File: config.mk
export PLATFORM = sky130hd
export DESIGN_NAME = timer_pool_scheduler_unit
export DESIGN_NICKNAME = d
export VERILOG_FILES = /design/src/tps_pkg.sv /design/src/tps_ram.sv /design/src/tps_dl_unit.sv /design/src/timer_pool_scheduler_unit.sv
export VERILOG_INCLUDE_DIRS = /design/src /design/src/src
export SDC_FILE = /design/constraint.sdc
export NUM_CORES = 2
export LEC_CHECK = 0
export BUFFER_PORTS_ARGS = -buffer_cell sky130_fd_sc_hd__buf_2
export CAP_MARGIN = 20
export CORE_MARGIN = 2
export CORE_UTILIZATION = 41
export CTS_BUF_LIST = sky130_fd_sc_hd__clkbuf_16
export CTS_CLUSTER_DIAMETER = 80
export DETAILED_ROUTE_END_ITERATION = 7
export PLACE_DENSITY = 0.53
export RECOVER_POWER = 50
export SKIP_LAST_GASP = 1
export SLEW_MARGIN = 30
export SYNTH_ARGS = -nofsm -noshare
export SYNTH_HDL_FRONTEND = slang
export SYNTH_SLANG_ARGS = --single-unit
File: constraint.sdc
create_clock -name i_clk -period 18.2 [get_ports i_clk]
set_input_delay 1.82 -clock i_clk [delete_from_list [all_inputs] [get_ports i_clk]]
set_output_delay 1.82 -clock i_clk [all_outputs]
set_load 0.01 [all_outputs]
File: src/timer_pool_scheduler_unit_defines.svh
// assertion macros for the timer pool scheduler
// used by the top level; no other dependencies
`ifndef TIMER_POOL_SCHEDULER_UNIT_DEFINES_SVH
`define TIMER_POOL_SCHEDULER_UNIT_DEFINES_SVH

`ifndef NO_ASSERTIONS

// checked outside reset
`define TPS_ASSERT(lbl, clk, rst_n, prop, msg) \
    lbl: assert property (@(posedge clk) disable iff (!rst_n) prop) else $error(msg);

// checked at every edge, reset included
`define TPS_ASSERT_ALWAYS(lbl, clk, prop, msg) \
    lbl: assert property (@(posedge clk) prop) else $error(msg);

`else

`define TPS_ASSERT(lbl, clk, rst_n, prop, msg)

`define TPS_ASSERT_ALWAYS(lbl, clk, prop, msg)

`endif

`endif

File: src/tps_pkg.sv
// shared types and constants of the timer pool scheduler
// no dependencies
`timescale 1ns / 1ps

package tps_pkg;

    localparam int TIME_BITS     = 48;
    localparam int PERIOD_BITS   = 32;
    localparam int COUNT_BITS    = 32;
    localparam int NUM_SLOTS_DEF = 16;

    localparam logic [TIME_BITS-1:0] TMAX = {TIME_BITS{1'b1}};

    localparam logic [1:0] MODE_ADD   = 2'd0;
    localparam logic [1:0] MODE_DEL   = 2'd1;
    localparam logic [1:0] MODE_RUN   = 2'd2;
    localparam logic [1:0] MODE_QUERY = 2'd3;

    localparam logic KIND_FIRE   = 1'b0;
    localparam logic KIND_REPORT = 1'b1;

    typedef struct packed {
        logic [1:0]             mode;
        logic [3:0]             slot;
        logic [PERIOD_BITS-1:0] period_ms;
        logic                   oneshot;
        logic [TIME_BITS-1:0]   now_ms;
    } t_req;

    typedef struct packed {
        logic                  kind;
        logic [3:0]            fired_slot;
        logic [COUNT_BITS-1:0] fire_count;
        logic [TIME_BITS-1:0]  next_deadline;
        logic                  any_timers;
        logic                  last;
    } t_res;

    // one slot of the timer table as held in memory
    typedef struct packed {
        logic                   oneshot;
        logic [PERIOD_BITS-1:0] period;
        logic [TIME_BITS-1:0]   deadline;
        logic [COUNT_BITS-1:0]  fires;
    } t_entry;

    typedef enum logic [1:0] {
        S_IDLE,
        S_ADD,
        S_SCAN,
        S_REPORT
    } t_state;

endpackage

File: src/tps_ram.sv
// generic single-port-write, single-port-read ram with registered read
// no dependencies
`timescale 1ns / 1ps

module tps_ram #(
    parameter int WIDTH = 8,
    parameter int DEPTH = 16,
    parameter int AW    = (DEPTH > 1) ? $clog2(DEPTH) : 1
) (
    input  logic             i_clk,
    input  logic             i_we,
    input  logic [AW-1:0]    i_waddr,
    input  logic [WIDTH-1:0] i_wdata,
    input  logic [AW-1:0]    i_raddr,
    output logic [WIDTH-1:0] o_rdata
);

    logic [WIDTH-1:0] r_mem [DEPTH];
    logic [WIDTH-1:0] r_rdata;

    always_ff @(posedge i_clk) begin
        if (i_we) begin
            r_mem[i_waddr] <= i_wdata;
        end
        r_rdata <= r_mem[i_raddr];
    end

    assign o_rdata = r_rdata;

endmodule

File: src/tps_dl_unit.sv
// shared deadline unit: saturating now plus period, and the due compare
// depends on tps_pkg
`timescale 1ns / 1ps

module tps_dl_unit (
    input  logic [tps_pkg::TIME_BITS-1:0]   i_now,
    input  logic [tps_pkg::PERIOD_BITS-1:0] i_period,
    input  logic [tps_pkg::TIME_BITS-1:0]   i_deadline,
    output logic [tps_pkg::TIME_BITS-1:0]   o_sum,
    output logic                            o_due
);

    import tps_pkg::*;

    logic [TIME_BITS:0] full_sum;

    assign full_sum = {1'b0, i_now} + (TIME_BITS + 1)'(i_period);
    // carry out of the time width means the deadline clamps to the top
    assign o_sum    = full_sum[TIME_BITS] ? TMAX : full_sum[TIME_BITS-1:0];
    assign o_due    = (i_now >= i_deadline);

endmodule

File: src/timer_pool_scheduler_unit.sv
// top level of the timer pool scheduler: sequencer, valid bits, slot table
// depends on tps_pkg, tps_ram, tps_dl_unit, timer_pool_scheduler_unit_defines.svh
//
//  channel   | handshake            | payload
//  ----------+----------------------+----------------------
//  request   | start high, busy low | i_req  (t_req)
//  result    | o_strobe, one cycle  | o_res  (t_res)
//
// busy stays high from the accepting edge through an add state (add requests only), a scan of
// every slot through the slot table's single read port and the one shared deadline unit,
// then one report state.
// fire results come out during the scan in ascending slot order, the report last.
// busy drops in the cycle the report is on the ports, so a new request may be
// taken then; the receiver cannot stall, results are never held.
// synchronous reset clears the valid bits at once; no clearing pass.
`timescale 1ns / 1ps

module timer_pool_scheduler_unit #(
    parameter int NUM_SLOTS = tps_pkg::NUM_SLOTS_DEF
) (
    input  logic          i_clk,
    input  logic          i_rst_n,
    input  logic          start,
    output logic          busy,
    input  tps_pkg::t_req i_req,
    output logic          o_strobe,
    output tps_pkg::t_res o_res
);

    import tps_pkg::*;

    `include "timer_pool_scheduler_unit_defines.svh"

    localparam int SLOT_W = (NUM_SLOTS > 1) ? $clog2(NUM_SLOTS) : 1;
    localparam int CNT_W  = $clog2(NUM_SLOTS + 1);
    localparam logic [CNT_W-1:0] LAST_CNT = CNT_W'(NUM_SLOTS);

    t_state                r_state,    n_state;
    t_req                  r_req,      n_req;
    logic [CNT_W-1:0]      r_scan_idx, n_scan_idx;
    logic                  r_ev_vld,   n_ev_vld;
    logic [SLOT_W-1:0]     r_ev_idx,   n_ev_idx;
    logic [NUM_SLOTS-1:0]  r_valid,    n_valid;
    logic [TIME_BITS-1:0]  r_min,      n_min;
    logic                  r_any,      n_any;
    logic                  r_out_vld,  n_out_vld;
    t_res                  r_out,      n_out;

    logic                  ram_we;
    logic [SLOT_W-1:0]     ram_waddr;
    t_entry                ram_wdata;
    logic [SLOT_W-1:0]     ram_raddr;
    logic [$bits(t_entry)-1:0] ram_rdata;
    t_entry                rd_entry;

    logic [PERIOD_BITS-1:0] dl_period;
    logic [TIME_BITS-1:0]   dl_sum;
    logic                   dl_due;

    logic                   live;
    logic                   due;
    logic                   keep;
    logic [TIME_BITS-1:0]   cand;
    logic [COUNT_BITS-1:0]  fires_inc;

    assign rd_entry = t_entry'(ram_rdata);

    tps_ram #(
        .WIDTH ($bits(t_entry)),
        .DEPTH (NUM_SLOTS),
        .AW    (SLOT_W)
    ) u_table (
        .i_clk   (i_clk),
        .i_we    (ram_we),
        .i_waddr (ram_waddr),
        .i_wdata (ram_wdata),
        .i_raddr (ram_raddr),
        .o_rdata (ram_rdata)
    );

    // add arms from the request period, the scan re-arms from the stored one
    assign dl_period = (r_state == S_ADD) ? r_req.period_ms : rd_entry.period;

    tps_dl_unit u_dl (
        .i_now      (r_req.now_ms),
        .i_period   (dl_period),
        .i_deadline (rd_entry.deadline),
        .o_sum      (dl_sum),
        .o_due      (dl_due)
    );

    always_ff @(posedge i_clk) begin
        if (!i_rst_n) begin
            r_state   <= S_IDLE;
            r_ev_vld  <= 1'b0;
            r_valid   <= '0;
            r_out_vld <= 1'b0;
        end else begin
            r_state   <= n_state;
            r_ev_vld  <= n_ev_vld;
            r_valid   <= n_valid;
            r_out_vld <= n_out_vld;
        end
    end

    always_ff @(posedge i_clk) begin
        r_req      <= n_req;
        r_scan_idx <= n_scan_idx;
        r_ev_idx   <= n_ev_idx;
        r_min      <= n_min;
        r_any      <= n_any;
        r_out      <= n_out;
    end

    always_comb begin
        n_state    = r_state;
        n_req      = r_req;
        n_scan_idx = r_scan_idx;
        n_ev_vld   = 1'b0;
        n_ev_idx   = r_ev_idx;
        n_valid    = r_valid;
        n_min      = r_min;
        n_any      = r_any;
        n_out_vld  = 1'b0;
        n_out      = r_out;

        ram_we    = 1'b0;
        ram_waddr = r_ev_idx;
        ram_raddr = r_scan_idx[SLOT_W-1:0];
        ram_wdata = rd_entry;

        live      = r_valid[r_ev_idx];
        due       = live && (r_req.mode == MODE_RUN) && dl_due;
        keep      = live && !(due && rd_entry.oneshot);
        cand      = due ? dl_sum : rd_entry.deadline;
        fires_inc = rd_entry.fires + COUNT_BITS'(1);

        case (r_state)
            S_IDLE: begin
                if (start) begin
                    n_req      = i_req;
                    n_scan_idx = '0;
                    n_min      = TMAX;
                    n_any      = 1'b0;
                    if ((i_req.mode == MODE_DEL) && (int'(i_req.slot) < NUM_SLOTS)) begin
                        n_valid[SLOT_W'(i_req.slot)] = 1'b0;
                    end
                    n_state = (i_req.mode == MODE_ADD) ? S_ADD : S_SCAN;
                end
            end
            S_ADD: begin
                if (int'(r_req.slot) < NUM_SLOTS) begin
                    ram_we             = 1'b1;
                    ram_waddr          = SLOT_W'(r_req.slot);
                    ram_wdata.oneshot  = r_req.oneshot;
                    ram_wdata.period   = r_req.period_ms;
                    ram_wdata.deadline = dl_sum;
                    ram_wdata.fires    = '0;
                    n_valid[SLOT_W'(r_req.slot)] = 1'b1;
                end
                n_state = S_SCAN;
            end
            S_SCAN: begin
                // read of the next slot overlaps evaluation of the previous one
                if (r_scan_idx != LAST_CNT) begin
                    n_ev_vld   = 1'b1;
                    n_ev_idx   = r_scan_idx[SLOT_W-1:0];
                    n_scan_idx = r_scan_idx + CNT_W'(1);
                end
                if (r_ev_vld) begin
                    if (due) begin
                        ram_we          = 1'b1;
                        ram_wdata.fires = fires_inc;
                        if (rd_entry.oneshot) begin
                            n_valid[r_ev_idx] = 1'b0;
                        end else begin
                            ram_wdata.deadline = dl_sum;
                        end
                        n_out_vld           = 1'b1;
                        n_out.kind          = KIND_FIRE;
                        n_out.fired_slot    = 4'(r_ev_idx);
                        n_out.fire_count    = fires_inc;
                        n_out.next_deadline = '0;
                        n_out.any_timers    = 1'b0;
                        n_out.last          = 1'b0;
                    end
                    if (keep) begin
                        n_any = 1'b1;
                        if (cand < r_min) begin
                            n_min = cand;
                        end
                    end
                    if (r_scan_idx == LAST_CNT) begin
                        n_state = S_REPORT;
                    end
                end
            end
            S_REPORT: begin
                n_out_vld           = 1'b1;
                n_out.kind          = KIND_REPORT;
                n_out.fired_slot    = '0;
                n_out.fire_count    = '0;
                n_out.next_deadline = r_any ? r_min : '0;
                n_out.any_timers    = r_any;
                n_out.last          = 1'b1;
                n_state             = S_IDLE;
            end
            default: begin
                n_state = S_IDLE;
            end
        endcase
    end

    assign busy     = (r_state != S_IDLE);
    assign o_strobe = r_out_vld;
    assign o_res    = r_out;

    `TPS_ASSERT(a_last_is_report, i_clk, i_rst_n,
        o_strobe && o_res.last |-> o_res.kind == KIND_REPORT,
        "last result is not a report")
    `TPS_ASSERT(a_accept_goes_busy, i_clk, i_rst_n,
        start && !busy |=> busy,
        "accepted request did not start work")
    `TPS_ASSERT(a_empty_report_zero, i_clk, i_rst_n,
        o_strobe && o_res.last && !o_res.any_timers |-> o_res.next_deadline == '0,
        "empty table report carries a deadline")
    `TPS_ASSERT(a_report_follows, i_clk, i_rst_n,
        r_state == S_REPORT |=> o_strobe && o_res.last && !busy,
        "report state did not deliver the report")
    `TPS_ASSERT_ALWAYS(a_reset_quiet, i_clk,
        !i_rst_n |=> !o_strobe && !busy,
        "activity right after reset")

endmodule
==> impl_metrics.csv <==
group,metric,value,unit
global_routing,grt_max_degree,135,
clocking,tritoncts,"built",
clocking,cts_resized,0,
final_layout,area_growth,13.68,%
power_and_ir_drop,max-vdd-ir-drop,141.4,µV
worst_setup_path,r2r_slack,5.72,ns
logic_synthesis,yosysWarnings,0,
clocking,postCtsHoldBufs,0,
global_routing,grt_pass1_wl,336.8,mm
logic_synthesis,yosys.area.top_type,"edfxtp_1",
worst_setup_path,reg2reg_depth,10,
logic_synthesis,ys_async_sr_fraction,0,%
logic_synthesis,synth.area.top_cells,"edfxtp_1, mux4_2, dfxtp_1",
timing,period_share,68.59,%
floorplan,fp.coreArea,0.2102,mm²
worst_setup_path,critPathKind,"reg -> reg",
logic_synthesis,yosysMostFrequentCell,"edfxtp_1",
logic_synthesis,ys_ff_latch,2172,
detailed_routing,first_iter_violations,4422,
detailed_routing,vias,44360,
worst_setup_path,crit_path_start,"r_state[0]$_SDFFE_PN0P_",
worst_setup_path,cp.arrival,12.66,ns
worst_setup_path,r2r_end,"u_table.r_mem[0][76]$_DFFE_PP_",
detailed_routing,via_per_inst,5.760,
timing,timing.setup.tns,0,ns
clocking,cts.sinks,2172,
global_routing,grt_pass1_vias,45230,
final_layout,fill_cells,17740,
worst_setup_path,cp_max_fo,94,
worst_setup_path,slowest_stage,"clkbuf_1",
clocking,numCtsBuffers,221,
global_routing,grt_use_total,21.74,%
logic_synthesis,syn_inst,4376,
timing,fmaxAchievable,80.11,MHz
place,dp_cells,7265,
floorplan,die_area,0.2156,mm²
logic_synthesis,syn-mean-instance-area,19.86,µm²
detailed_routing,avgRoutedWirePerCell,30.69,µm
floorplan,io_pins,179,
clocking,worstSkewPairLatency,0.88,ns
final_layout,final_core_utilization,46.99,%
global_routing,overflow,0,
power_and_ir_drop,leakagePower,32.15,nW
final_layout,finalNonFillerCells,7701,
worst_setup_path,crit_top_cell,"clkbuf_1",
logic_synthesis,syn-num-nets,4601,
timing,tightest_slew,9.196,ns
logic_synthesis,synth-edff-count,2039,
place,gp_congestion,0.8928,
floorplan,die_h,464.3,µm
detailed_routing,drcViolationCount,0,
job,maxCapViolations,38,
timing,finalHoldViolCount,0,
clocking,cts_buffer_depth,3,
final_layout,drive_above_1_share,23.28,%
final_layout,fin_nets,4911,
global_routing,antenna_found_initial,10,
timing,fin_skew,0.03579,ns
clocking,clk_pin_slew_worst_paths,0.06,ns
detailed_routing,drt.antenna.violating_nets,0,
detailed_routing,totalWireLength,236.4,mm
logic_synthesis,syn_area,0.08689,mm²
outcome,violations,"capacitance limit, slew limit",
detailed_routing,first_pass_iters,8,
place,place_area,0.09188,mm²
logic_synthesis,synth_common_cells,"edfxtp_1, mux4_2, nor2_1, clkbuf_1, ha_1",
worst_setup_path,path_cells,"inv_1 -> ha_1 -> clkbuf_1 -> clkbuf_1 -> inv_1 -> or3_1 -> nor3_1 -> o21ai_0 -> nor2b_1 -> clkbuf_1",
min_path,holdCritPathClass,"reg -> reg",
clocking,post_cts_buffers,0,
worst_setup_path,reg2reg_from,"r_state[0]$_SDFFE_PN0P_",
place,io_buffer_count,178,
timing,fin_crit,12.48,ns
timing,rsz0062_at_grt,"false",
power_and_ir_drop,power,17.24,mW
timing,final_max_slew_viol_count,1380,
floorplan,die_w,464.3,µm
place,dp_hpwl,133.9,mm
logic_synthesis,synth.distinct_cells,78,
floorplan,num_rows,168,
worst_setup_path,endpoint,"u_table.r_mem[0][76]$_DFFE_PP_",
worst_setup_path,max_stage_delay,6.38,ns
outcome,status,"finished with violations",
power_and_ir_drop,powerDensity,174.6,mW/mm²
worst_setup_path,crit_required,18.38,ns
timing,final-setup-viol-count,0,
floorplan,initial_core_util,41.34,%
final_layout,design_area,0.09877,mm²
logic_synthesis,yosysTopAreaCellShare,70.47,%
clocking,htreeDepth,4,
logic_synthesis,synthFlopType,"edfxtp_1",
logic_synthesis,synth_seq_area_share,73.53,%
worst_setup_path,cp-start-kind,"flop",
worst_setup_path,worstSetupEndpointType,"flop",
clocking,clockRootBuffer,"clkbuf_16",
timing,max_slew_margin,-513.1,%
==> cells by family after synthesis <==
| group | count (synthesis) | share of synthesized area (%) |
|---|---|---|
| DFF | 2172 | 73.53 |
| muxes | 626 | 15.49 |
| and+or+nand+nor | 558 | 3.187 |
| AOI/OAI and AO/OA | 483 | 3.715 |
| buffers and inverters | 345 | 1.548 |
| adders and majority gates | 135 | 1.953 |
| xor gates and xnor gates | 57 | 0.5746 |
==> cell usage in the layout, fill, tap and decap left out, drive strengths merged, types with 12 or more instances in the layout <==
master	n
nor3	29
bufinv	25
edfxtp	2039
and3	63
mux4	570
inv	190
o21a	18
o31ai	18
xnor2	38
clkinv	104
a22o	20
o21ai	101
buf	148
a211oi	16
nor2	159
nand4	21
dfxtp	133
xor2	19
nand3	47
o211ai	19
ha	134
mux2	48
or2	42
o2bb2ai	13
a31oi	22
nor2b	25
o22ai	24
nand2	113
and2	12
clkbuf	376
a21oi	116
a21o	36
==> registers in the layout, summed over array words and instances, names as in the netlist <==
register / cells
r_ev_vld: 1
u_table.o_rdata: 113
r_ev_idx: 4
r_valid: 16
o_strobe: 1
r_state: 2
o_res: 86
r_scan_idx: 5
r_req: 87
r_any: 1
r_min: 48
u_table.r_mem: 1808
==> layout make-up <==
type,count,area (µm²),area share [%]
clock inverters,199,1764,1.786
multi-input cells,1859,21840,22.11
inverters,131,491.7,0.4978
clock buffers,223,5580,5.650
well taps,2805,3510,3.553
repair buffers,301,1665,1.686
diodes,11,27.53,0.02787
flip-flops and latches,2172,63890,64.69
==> report_power, final <==
part,internal (mW),switching (mW)
clock network,2.59,1.96
logic,2.07,3.43
registers,6.90,0.290
==> metal layers <==
metal | GRT usage (%) | vias to the layer above | routed length, µm
met5 | 0 | - | 8
met4 | 8.722 | 2 | 9110
met3 | 3.001 | 352 | 11620
met2 | 35.22 | 1319 | 115000
met1 | 29.80 | 24000 | 100600
li1 | - | 18690 | -
==> worst min-delay path by stage <==
stage,startpoint,end,slack [ns],depth (start not counted)
detailed placement,r_valid[1]$_SDFFE_PN0P_,r_valid[1]$_SDFFE_PN0P_,0.50,1
finish,r_valid[1]$_SDFFE_PN0P_,r_valid[1]$_SDFFE_PN0P_,0.52,1
CTS,r_valid[1]$_SDFFE_PN0P_,r_valid[1]$_SDFFE_PN0P_,0.52,1
global placement,r_valid[1]$_SDFFE_PN0P_,r_valid[1]$_SDFFE_PN0P_,0.50,1
global route,r_valid[1]$_SDFFE_PN0P_,r_valid[1]$_SDFFE_PN0P_,0.54,1
floorplan,r_scan_idx[2]$_SDFFCE_PN0P_,r_ev_idx[2]$_DFFE_PP_,0.42,0
==> through the flow <==
step	setup WS (ns)	hold slack (ns)
2_1_floorplan	9.409	0.4244
3_3_place_gp	9.630	0.5012
3_5_place_dp	9.526	0.5009
4_1_cts	9.432	0.5189
5_1_grt	4.977	0.5424
6_report	5.716	0.5216
==> critical path, delay by kind of cell (launching register included) <==
kind                       cells  cell delay [ns]
adders and majority gates      1             0.16
and+or+nand+nor                3             1.02
AOI/OAI and AO/OA              1             0.28
buffers and inverters          5             9.84
DFF                            1             0.34
(Power assumes the default switching activity.)
